### config.mk
export PLATFORM = sky130hd
export DESIGN_NAME = ntil_ctrl
export DESIGN_NICKNAME = d
export VERILOG_FILES = /design/src/sv/ntil_pkg.sv /design/src/sv/ntil_ctrl.sv
export SDC_FILE = /design/constraint.sdc
export NUM_CORES = 1
export LEC_CHECK = 0
export BUFFER_PORTS_ARGS = -buffer_cell sky130_fd_sc_hd__clkbuf_2
export CAP_MARGIN = 10
export CORE_MARGIN = 5
export CORE_UTILIZATION = 30
export CTS_CLUSTER_DIAMETER = 200
export DETAILED_ROUTE_END_ITERATION = 10
export GPL_ROUTABILITY_DRIVEN = 0
export SYNTH_ARGS = -nofsm -noshare
export SYNTH_HDL_FRONTEND = slang
export SYNTH_SLANG_ARGS = --single-unit
### constraint.sdc
create_clock -name clk -period 2.1 [get_ports clk]
set_clock_uncertainty 0.15 [all_clocks]
set_input_delay 0.315 -clock clk [delete_from_list [all_inputs] [get_ports clk]]
set_output_delay 0.315 -clock clk [all_outputs]
set_load 0.05 [all_outputs]
### src/sv/ntil_pkg.sv
`timescale 1ns / 1ps
// ----------------------------------------------------------------------------
// ntil_pkg: shared types and constants for the timestamp index lookup
// Table geometry, operation and status codes, payload structs, controller
// states and the command/status bundles between controller and datapath.
// ----------------------------------------------------------------------------
package ntil_pkg;

  localparam int TABLE_DEPTH = 1024;
  localparam int ADDR_W      = $clog2(TABLE_DEPTH);
  localparam int CNT_W       = $clog2(TABLE_DEPTH + 1);
  localparam int DATA_W      = 64;
  localparam int STAMP_W     = 63;
  localparam int OP_W        = 2;
  localparam int STAT_W      = 2;

  // Operation codes
  localparam logic [OP_W-1:0] OP_CLEAR  = 2'd0;
  localparam logic [OP_W-1:0] OP_APPEND = 2'd1;
  localparam logic [OP_W-1:0] OP_QUERY  = 2'd2;
  localparam logic [OP_W-1:0] OP_RSVD   = 2'd3;

  // Status codes
  localparam logic [STAT_W-1:0] STAT_OK    = 2'd0;
  localparam logic [STAT_W-1:0] STAT_EMPTY = 2'd1;
  localparam logic [STAT_W-1:0] STAT_FULL  = 2'd2;

  typedef struct packed {
    logic [OP_W-1:0]           operation;
    logic [STAMP_W-1:0]        stamp_ns;
    logic signed [DATA_W-1:0]  query_rel_ns;
  } ntil_req_t;

  typedef struct packed {
    logic [STAT_W-1:0] status;
    logic [ADDR_W-1:0] floor_index;
    logic [ADDR_W-1:0] nearest_index;
    logic [CNT_W-1:0]  entry_total;
  } ntil_rsp_t;

  typedef enum logic [3:0] {
    S_IDLE,
    S_DECODE,
    S_CHK0,
    S_SRCH,
    S_NEAR_RD,
    S_NEAR_A,
    S_NEAR_B,
    S_NEAR_C,
    S_DONE
  } ntil_state_t;

  // Read address select for the table
  typedef enum logic [1:0] {
    RD_ZERO,
    RD_MID_NEXT,
    RD_BEST,
    RD_BEST1
  } ntil_rd_sel_t;

  typedef struct packed {
    logic         capture;
    logic         clear_tbl;
    logic         append;
    logic         query_empty;
    logic         noop;
    logic         srch_init;
    logic         srch_step;
    logic         load_dlo;
    logic         load_dhi;
    logic         finish_query;
    ntil_rd_sel_t rd_sel;
  } ntil_cmd_t;

  typedef struct packed {
    logic [OP_W-1:0] op;
    logic            cnt_zero;
    logic            at_head;
    logic            cont;
    logic            has_next;
  } ntil_stat_t;

endpackage

### src/sv/ntil_ctrl.sv
`timescale 1ns / 1ps
// ----------------------------------------------------------------------------
// ntil_ctrl: transaction sequencer for the timestamp index lookup
// Decodes each operation and steps the datapath through the binary search
// and the nearest-neighbor compare.
// ----------------------------------------------------------------------------
module ntil_ctrl (
  input  logic                 clk,
  input  logic                 rst,
  input  logic                 start,
  input  ntil_pkg::ntil_stat_t stat,
  output ntil_pkg::ntil_cmd_t  cmd,
  output logic                 busy,
  output logic                 done
);
  import ntil_pkg::*;

  ntil_state_t state;
  ntil_state_t state_next;

  // State register
  always_ff @(posedge clk) begin
    if (rst) begin
      state <= S_IDLE;
    end else begin
      state <= state_next;
    end
  end

  // Next state
  always_comb begin
    state_next = state;
    unique case (state)
      S_IDLE: begin
        if (start) begin
          state_next = S_DECODE;
        end
      end
      S_DECODE: begin
        if ((stat.op == OP_QUERY) && !stat.cnt_zero) begin
          state_next = S_CHK0;
        end else begin
          state_next = S_DONE;
        end
      end
      // a query at or before entry 0 skips the search with floor 0
      S_CHK0:    state_next = stat.at_head ? S_NEAR_RD : S_SRCH;
      S_SRCH:    state_next = stat.cont ? S_SRCH : S_NEAR_RD;
      S_NEAR_RD: state_next = stat.has_next ? S_NEAR_A : S_DONE;
      S_NEAR_A:  state_next = S_NEAR_B;
      S_NEAR_B:  state_next = S_NEAR_C;
      S_NEAR_C:  state_next = S_DONE;
      S_DONE:    state_next = S_IDLE;
      default:   state_next = S_IDLE;
    endcase
  end

  // Command outputs
  always_comb begin
    cmd        = '0;
    cmd.rd_sel = RD_ZERO;
    busy       = 1'b1;
    done       = 1'b0;
    unique case (state)
      S_IDLE: begin
        busy        = 1'b0;
        cmd.capture = start;
      end
      S_DECODE: begin
        unique case (stat.op)
          OP_CLEAR:  cmd.clear_tbl = 1'b1;
          OP_APPEND: cmd.append    = 1'b1;
          OP_QUERY: begin
            cmd.query_empty = stat.cnt_zero;
            cmd.rd_sel      = RD_ZERO;
          end
          default:   cmd.noop      = 1'b1;
        endcase
      end
      S_CHK0: begin
        cmd.srch_init = 1'b1;
        cmd.rd_sel    = RD_MID_NEXT;
      end
      S_SRCH: begin
        cmd.srch_step = 1'b1;
        cmd.rd_sel    = RD_MID_NEXT;
      end
      S_NEAR_RD: begin
        cmd.rd_sel       = RD_BEST;
        cmd.finish_query = !stat.has_next;
      end
      S_NEAR_A: begin
        cmd.rd_sel   = RD_BEST1;
        cmd.load_dlo = 1'b1;
      end
      S_NEAR_B:  cmd.load_dhi     = 1'b1;
      S_NEAR_C:  cmd.finish_query = 1'b1;
      S_DONE:    done             = 1'b1;
      default:   busy             = 1'b1;
    endcase
  end

`ifndef ASSERT_OFF
  a_accept_busy: assert property (@(posedge clk) disable iff (rst)
    (start && !busy) |=> busy)
    else $error("accepted transaction did not raise busy");

  a_done_release: assert property (@(posedge clk) disable iff (rst)
    done |=> !busy && !done)
    else $error("busy held after result strobe");

  a_one_result_load: assert property (@(posedge clk) disable iff (rst)
    $onehot0({cmd.clear_tbl, cmd.append, cmd.query_empty, cmd.noop, cmd.finish_query}))
    else $error("more than one result load in a cycle");
`endif

endmodule

## Yosys cells after proc, flatten, opt, wreduce, memory -nomap -nowiden

Index checks and enable logic that the tools add are counted.

| storage, ports and cells | value |
|---|---|
| bits in registers | 4 |
| output and inout bits | 14 |

| cells by class | value |
|---|---|
| eq/ne operators | 11 |
| multiplexer cells | 20 |
| reduce and logical (&&, ||, !) cells | 7 |

Operators by type and width:

| operator | number |
|---|---|
| $pmux W4 S8 | 1 |
| $eq A4 B3 Y1 const B | 4 |
| $mux W4 | 4 |
| $mux W1 | 11 |
| $eq A4 B2 Y1 const B | 2 |
| $mux W3 | 2 |
| $pmux W2 S3 | 1 |
| $eq A4 B1 Y1 const B | 1 |
| $eq A4 B4 Y1 const B | 1 |
| $logic_not A4 Y1 | 1 |
| $reduce_or A3 Y1 | 1 |
| $eq A2 B1 Y1 const B | 1 |
| $eq A2 B2 Y1 const B | 1 |
| $logic_not A1 Y1 | 2 |
| $logic_not A2 Y1 | 1 |
| $ne A2 B2 Y1 const B | 1 |
| $pmux W1 S2 | 1 |
| $reduce_or A2 Y1 | 1 |
| $logic_and A1 B1 Y1 | 1 |

## Logic depth before layout (Yosys ltp)

Gate-level depths: netlist of run 1.

| logic depth | value |
|---|---|
| depth in word-level cells | 4 |
| depth in mapped cells | 5 |
| gate-level depth less buffers | 3 |

## Worst setup path before layout of run 1

No wires, ideal clock.

| timing | value |
|---|---|
| path kind | reg-to-output |
| from | reg state[3] |
| to | out cmd[10] (netlist name) |
| data arrival time | 1955 ps |
| required time | 1635 ps |
| slack | -320 ps |
| stages on the path, launching flop included | 4 |
| path buffers | 1 |
| cell sequence | dfxtp_1 -> buf_2 -> nor4b_4 -> nor3b_1 |

RTL lines:

| element | RTL line | source |
|---|---|---|
| start: declaration | ntil_ctrl.sv:18 | `ntil_state_t state;` |
| start signal: assignment | ntil_ctrl.sv:26 | `state <= state_next;` |
| end: declaration | ntil_ctrl.sv:12 | `output ntil_pkg::ntil_cmd_t cmd,` |

==> results_dict.tcl, run 1 <==
set metrics [dict create \
    drt-wirelength-per-cell_um 12.6 \
    final.period_utilization_pct 95.7 \
    setup_viol 0 \
    drv_slew 0 \
    vdd_drop_max_mv 0.328 \
    clock-root-buffer "clkbuf_4" \
    power_frac_seq_pct 28.9 \
    hold_path_class "input port to flip-flop" \
    start_util_pct 31.2 \
    wl_mm 1.20 \
    period_needed_ps 2010 \
    worst_pin_slew_ps 372 \
    max_freq_mhz 498 \
    ant_nets 0 \
    grt_pass1_wl_mm 1.93 \
    power_frac_clock_pct 30.9 \
    routed.top_layer "met4" \
    die_h_um 49.1 \
    drcViolationCount 0 \
    top_register "state" \
    cp.arrival_ps 1540 \
    startpoint_type "flip-flop" \
    htree_levels 1 \
    dr.first_iter.drc_count 7 \
    syn_area_sq_um 459 \
    grt_pass1_vias 424 \
    syn_area_per_cell_sq_um 8.06 \
    core_sq_um 1470 \
    critPathMaxStageDelay_ps 410 \
    final_cell_area_sq_um 611 \
    cts_tree "yes" \
    drive_above_1_share_pct 49.4 \
    clk_latency_ps 240 \
    synth_edf_count 0 \
    leakage_nw 0.273 \
    mostFrequentLayoutCell "clkbuf_2" \
    final_cell_mix "clkbuf_2 (21), nor3b_2 (4), nor2_1 (4), nand2_1 (4), and3_1 (4)" \
    p_int_mw 0.188 \
    track_usage_pct 10.2 \
    grt_overflow 0 \
    final_hold_viol_count 0 \
    grt_max_degree 13 \
    numPortBuffers 22 \
    critPathMaxFanout 9 \
    cp_slowest_cell "dfxtp_1" \
    row_count 14 \
    finalSetupTns_ps 0 \
    synth_ff_type "dfxtp_1" \
    clock-sinks 4 \
    vias 490 \
    num_antenna_cells 0 \
    status "completed" \
    ys_warn_count 0 \
    die_w_um 49.1 \
    dr.pass1.iters 4 \
    postCtsSetupRepairBufs 0 \
    p_comb_share_pct 40.2 \
    synthArstFlopShare_pct 0 \
    wl_met3_um 45 \
    p_switching_mw 0.120 \
    final_cells 95 \
    crit_chain "nor4b_4 > and4b_1 > clkbuf_2" \
    syn_nets 66 \
    maxCapViolations 0 \
    viasPerCell 5.16 \
    dr_wl_met2_um 607 \
    syn2layout_area_growth_pct 33.0 \
    power_mw 0.308 \
    slew_headroom_pct 75.2 \
    wl_met1_um 533 \
    clkTransAtPathRegs_ps 40 \
    numCtsBuffers 3 \
    top_regs "state (4)" \
    rsz0062_at_grt "false" \
    synthDistinctLibCells 31 \
    antenna_found_initial 0 \
    switching_share_pct 39.0 \
    critPathRequiredTime_ps 1630 \
    clk_path_buf_depth 2 \
    path_buf_inv 1 \
    placed_cells 92 \
    worst-setup-path-type "flip-flop to output port" \
    dp_hpwl_um 926 \
    power_density_nw_per_um2 504 \
    die_area_sq_um 2410 \
    postSynthCellCount 57 \
    ys_seq_area_share_pct 17.4 \
    cp-end-kind "output port" \
    largest_reg_flops 4 \
    crit_family "simple AND/OR/NAND/NOR gates" \
    synth_seq_cells 4 \
    ios 23 \
    fin_nets 90 \
    placed_cell_area_sq_um 586 \
]
cell usage after synthesis, types with 2 or more instances:
| cell | instances | share of area, % |
|---|---|---|
| nand3b_1 | 2 | 3.3 |
| nor2_1 | 4 | 3.3 |
| nand2b_1 | 3 | 4.1 |
| nand3_1 | 2 | 2.2 |
| dfxtp_1 | 4 | 17 |
| a21oi_1 | 2 | 2.2 |
| nand2_1 | 4 | 3.3 |
| nor3b_1 | 5 | 8.2 |
| and3_1 | 4 | 5.4 |
| o21ai_0 | 2 | 2.2 |
| buf_2 | 2 | 2.2 |
| nor3_1 | 2 | 2.2 |
| buf_6 | 3 | 7.4 |
metrics by stage:
stage	hold slack, ps	worst slack [ps]	util, %
after floorplan	330	139	-
after CTS	217	27.7	41.3
final	220	91.3	41.5
after global placement	445	314	39.8
after global routing	232	0.682	41.5
after detailed placement	449	302	39.8
worst paths after layout:
path / endpoint / startpoint / cells after the start / slack (ps)
worst min register to register: state[1] / state[1] / 2 / 420
worst max-delay path: cmd[8] / state[3] / 3 / 90
worst min-delay path: state[0] / rst / 4 / 220
worst max register to register: state[0] / state[0] / 4 / 710
layer usage:
metal	global-route usage [%]	vias to the layer above
met1	12.6	221
met2	15.2	12
li1	-	255
met3	4.59	2
met4	4.04	0
met5	0	-
worst reg2reg max path: stages, from the launching register on:
cell and delay (ps):
dfxtp_1 350, buf_4 190, or2_0 220, a211o_1 310, a21oi_2 110
power by group through the flow:
stage               Sequential (mW)  Combinational, mW  Clock (mW)
finish                       0.0891              0.124      0.0952
global route                 0.0903              0.133       0.110
CTS                          0.0889              0.124       0.101
detailed placement           0.0901              0.123           0
global placement             0.0899              0.124           0
floorplan                    0.0829              0.102           0
final cells by class:
| class | count | area, sq um |
|---|---|---|
| repair buffers | 25 | 133 |
| flip-flops and latches | 4 | 82.6 |
| inverters | 1 | 3.75 |
| multi-input cells | 46 | 349 |
| clock buffers | 3 | 22.5 |
| fillers | 164 | 861 |
| well taps | 16 | 20.0 |
kinds of logic (layout without fill, tap and decap cells):
logic type	after synthesis	after routing	synth area share, %
and+or+nand+nor	33	33	46.6
AOI/OAI and AO/OA	13	13	24.0
DFF	4	4	17.4
buffers and inverters	7	29	12.0
what timing repair did:
action	4_1_cts	5_1_grt
resized for setup	0	3
hold buffers	0	0
hold endpoints to repair	0	0
endpoints found under the setup margin	0	5
(Power assumes the default switching activity.)
==> run 2: changes to the inputs <==
--- a/config.mk
+++ b/config.mk
@@ -9,9 +9,11 @@
 export CAP_MARGIN = 10
 export CORE_MARGIN = 5
 export CORE_UTILIZATION = 30
+export CTS_BUF_LIST = sky130_fd_sc_hd__clkbuf_4 sky130_fd_sc_hd__clkbuf_8 sky130_fd_sc_hd__clkbuf_16
 export CTS_CLUSTER_DIAMETER = 200
 export DETAILED_ROUTE_END_ITERATION = 10
 export GPL_ROUTABILITY_DRIVEN = 0
+export PLACE_DENSITY = 0.69
 export SYNTH_ARGS = -nofsm -noshare
 export SYNTH_HDL_FRONTEND = slang
 export SYNTH_SLANG_ARGS = --single-unit
==> constraint.sdc (replaced) <==
create_clock -name clk -period 1.8 [get_ports clk]
set_clock_uncertainty 0.15 [all_clocks]
set_input_delay 0.27 -clock clk [delete_from_list [all_inputs] [get_ports clk]]
set_output_delay 0.27 -clock clk [all_outputs]
set_load 0.05 [all_outputs]
==> results_dict.tcl, run 2 (same netlist as run 1, synthesis figures left out) <==
set metrics [dict create \
    status "completed" \
    numCtsBuffers 3 \
    drcViolationCount 0 \
    die_w_um 49.1 \
    final.setup.worst_slack_ps 8.06 \
    row_count 14 \
    track_usage_pct 12.2 \
    startpoint_type "flip-flop" \
    grt_pass1_wl_mm 2.30 \
    drv_slew 0 \
    mostFrequentLayoutCell "buf_4" \
    dr.first_iter.drc_count 6 \
    hold_path_class "input port to flip-flop" \
    r2r_cells 4 \
    final_cell_mix "buf_4 (12), clkbuf_2 (11)" \
    timing.rr.end "state[3]" \
    fin_nets 95 \
    hp-start "rst" \
    r2r_start "state[1]" \
    place_ws_ps 96.4 \
    drive_above_1_share_pct 58.3 \
    cp.arrival_ps 1370 \
    power_density_nw_per_um2 531 \
    die_h_um 49.1 \
    min_to "state[0]" \
    syn2layout_area_growth_pct 57.5 \
    viasPerCell 4.99 \
    die_area_sq_um 2410 \
    regToRegSetupSlack_ps 280 \
    critPathMaxFanout 6 \
    grt_overflow 0 \
    top_register "state" \
    path_buf_inv 1 \
    start_util_pct 31.2 \
    max_freq_mhz 558 \
    core_sq_um 1470 \
    maxCapViolations 0 \
    slew_headroom_pct 77.7 \
    grt_pass1_vias 511 \
    top_regs "state (4)" \
    dr.pass1.iters 4 \
    ant_nets 0 \
    multi_input_area_sq_um 365 \
    leakage_nw 0.316 \
    vias 499 \
    clock-root-buffer "clkbuf_4" \
    largest_reg_flops 4 \
    rsz0062_at_grt "true" \
    cp-end-kind "output port" \
    numPortBuffers 22 \
    critPathRequiredTime_ps 1380 \
    clk_path_buf_depth 2 \
    crit_family "simple AND/OR/NAND/NOR gates" \
    final_hold_viol_count 0 \
    worst_pin_slew_ps 333 \
    cts_tree "yes" \
    grt_max_degree 14 \
    worst-setup-path-type "flip-flop to output port" \
    cp_slowest_cell "dfxtp_4" \
    clkTransAtPathRegs_ps 50 \
    wl_mm 1.32 \
    num_antenna_cells 0 \
    setup_viol 0 \
    cp.depth 3 \
    seq_area_sq_um 91.3 \
    whs_path_depth 4 \
    clk_latency_ps 250 \
    hold_buffers 0 \
    antenna_found_initial 0 \
    vdd_drop_max_mv 0.227 \
    power_mw 0.384 \
    holdWs_ps 153 \
    htree_levels 1 \
    final.period_utilization_pct 99.6 \
    drt-wirelength-per-cell_um 13.2 \
    period_needed_ps 1790 \
    crit_chain "nor4b_4 > nor3b_2 > clkbuf_8" \
    ios 23 \
    fill_cells 142 \
    dp_hpwl_um 933 \
    critPathMaxStageDelay_ps 360 \
    clock-sinks 4 \
]
-- run 2: cell type report --
class	instances	area share, %
multi-input combinational	46	50.5
inverter	1	0.519
tap	16	2.77
timing repair buffer	30	30.4
sequential	4	12.6
clock buffer	3	3.11
-- run 2: per-layer routing --
metal,vias to the layer above,wire length [um],global-route usage [%]
li1,263,-,-
met1,228,557,15.0
met2,8,706,18.0
met3,0,52,6.12
met4,0,0,4.04
met5,-,0,0
-- run 2: repair_timing --
| action | in CTS | in global routing |
|---|---|---|
| resized for setup | 14 | 23 |
| pin swaps | 1 | 2 |
| endpoints found under the setup margin | 13 | 12 |
| buffers inserted | 2 | 1 |
| hold endpoints to repair | 0 | 0 |
-- run 2: worst max path at each step --
stage | from | endpoint | slack (ps)
final | state[1] | cmd[10] | 8
after global routing | state[1] | cmd[10] | -70
after CTS | state[1] | cmd[10] | 5
after detailed placement | state[0] | cmd[8] | 100
after global placement | state[1] | cmd[8] | 130
after floorplan | state[3] | cmd[10] | -100
-- run 2: per-stage QoR --
step | TNS, ps | instance area (sq um) | std cells | util (%)
floorplan | -118 | 490 | 57 | -
global placement | 0 | 607 | 94 | 41.2
detailed placement | 0 | 607 | 94 | 41.2
CTS | 0 | 683 | 99 | 46.4
global route | -201 | 723 | 100 | 49.1
finish | 0 | 723 | 100 | 49.1
-- run 2: worst min-delay path, delay by kind of cell --
kind,cells,cell delay [ps]
simple gates,1,50
buf+inv,1,80
compound gates,2,100
-- run 2: where the power goes --
| part | total (mW) | leakage, nW | switching [mW] | internal [mW] |
|---|---|---|---|---|
| clock network | 0.119 | 0.0138 | 0.0438 | 0.0751 |
| logic | 0.163 | 0.268 | 0.0981 | 0.0653 |
| registers | 0.102 | 0.0348 | 0.00993 | 0.0917 |
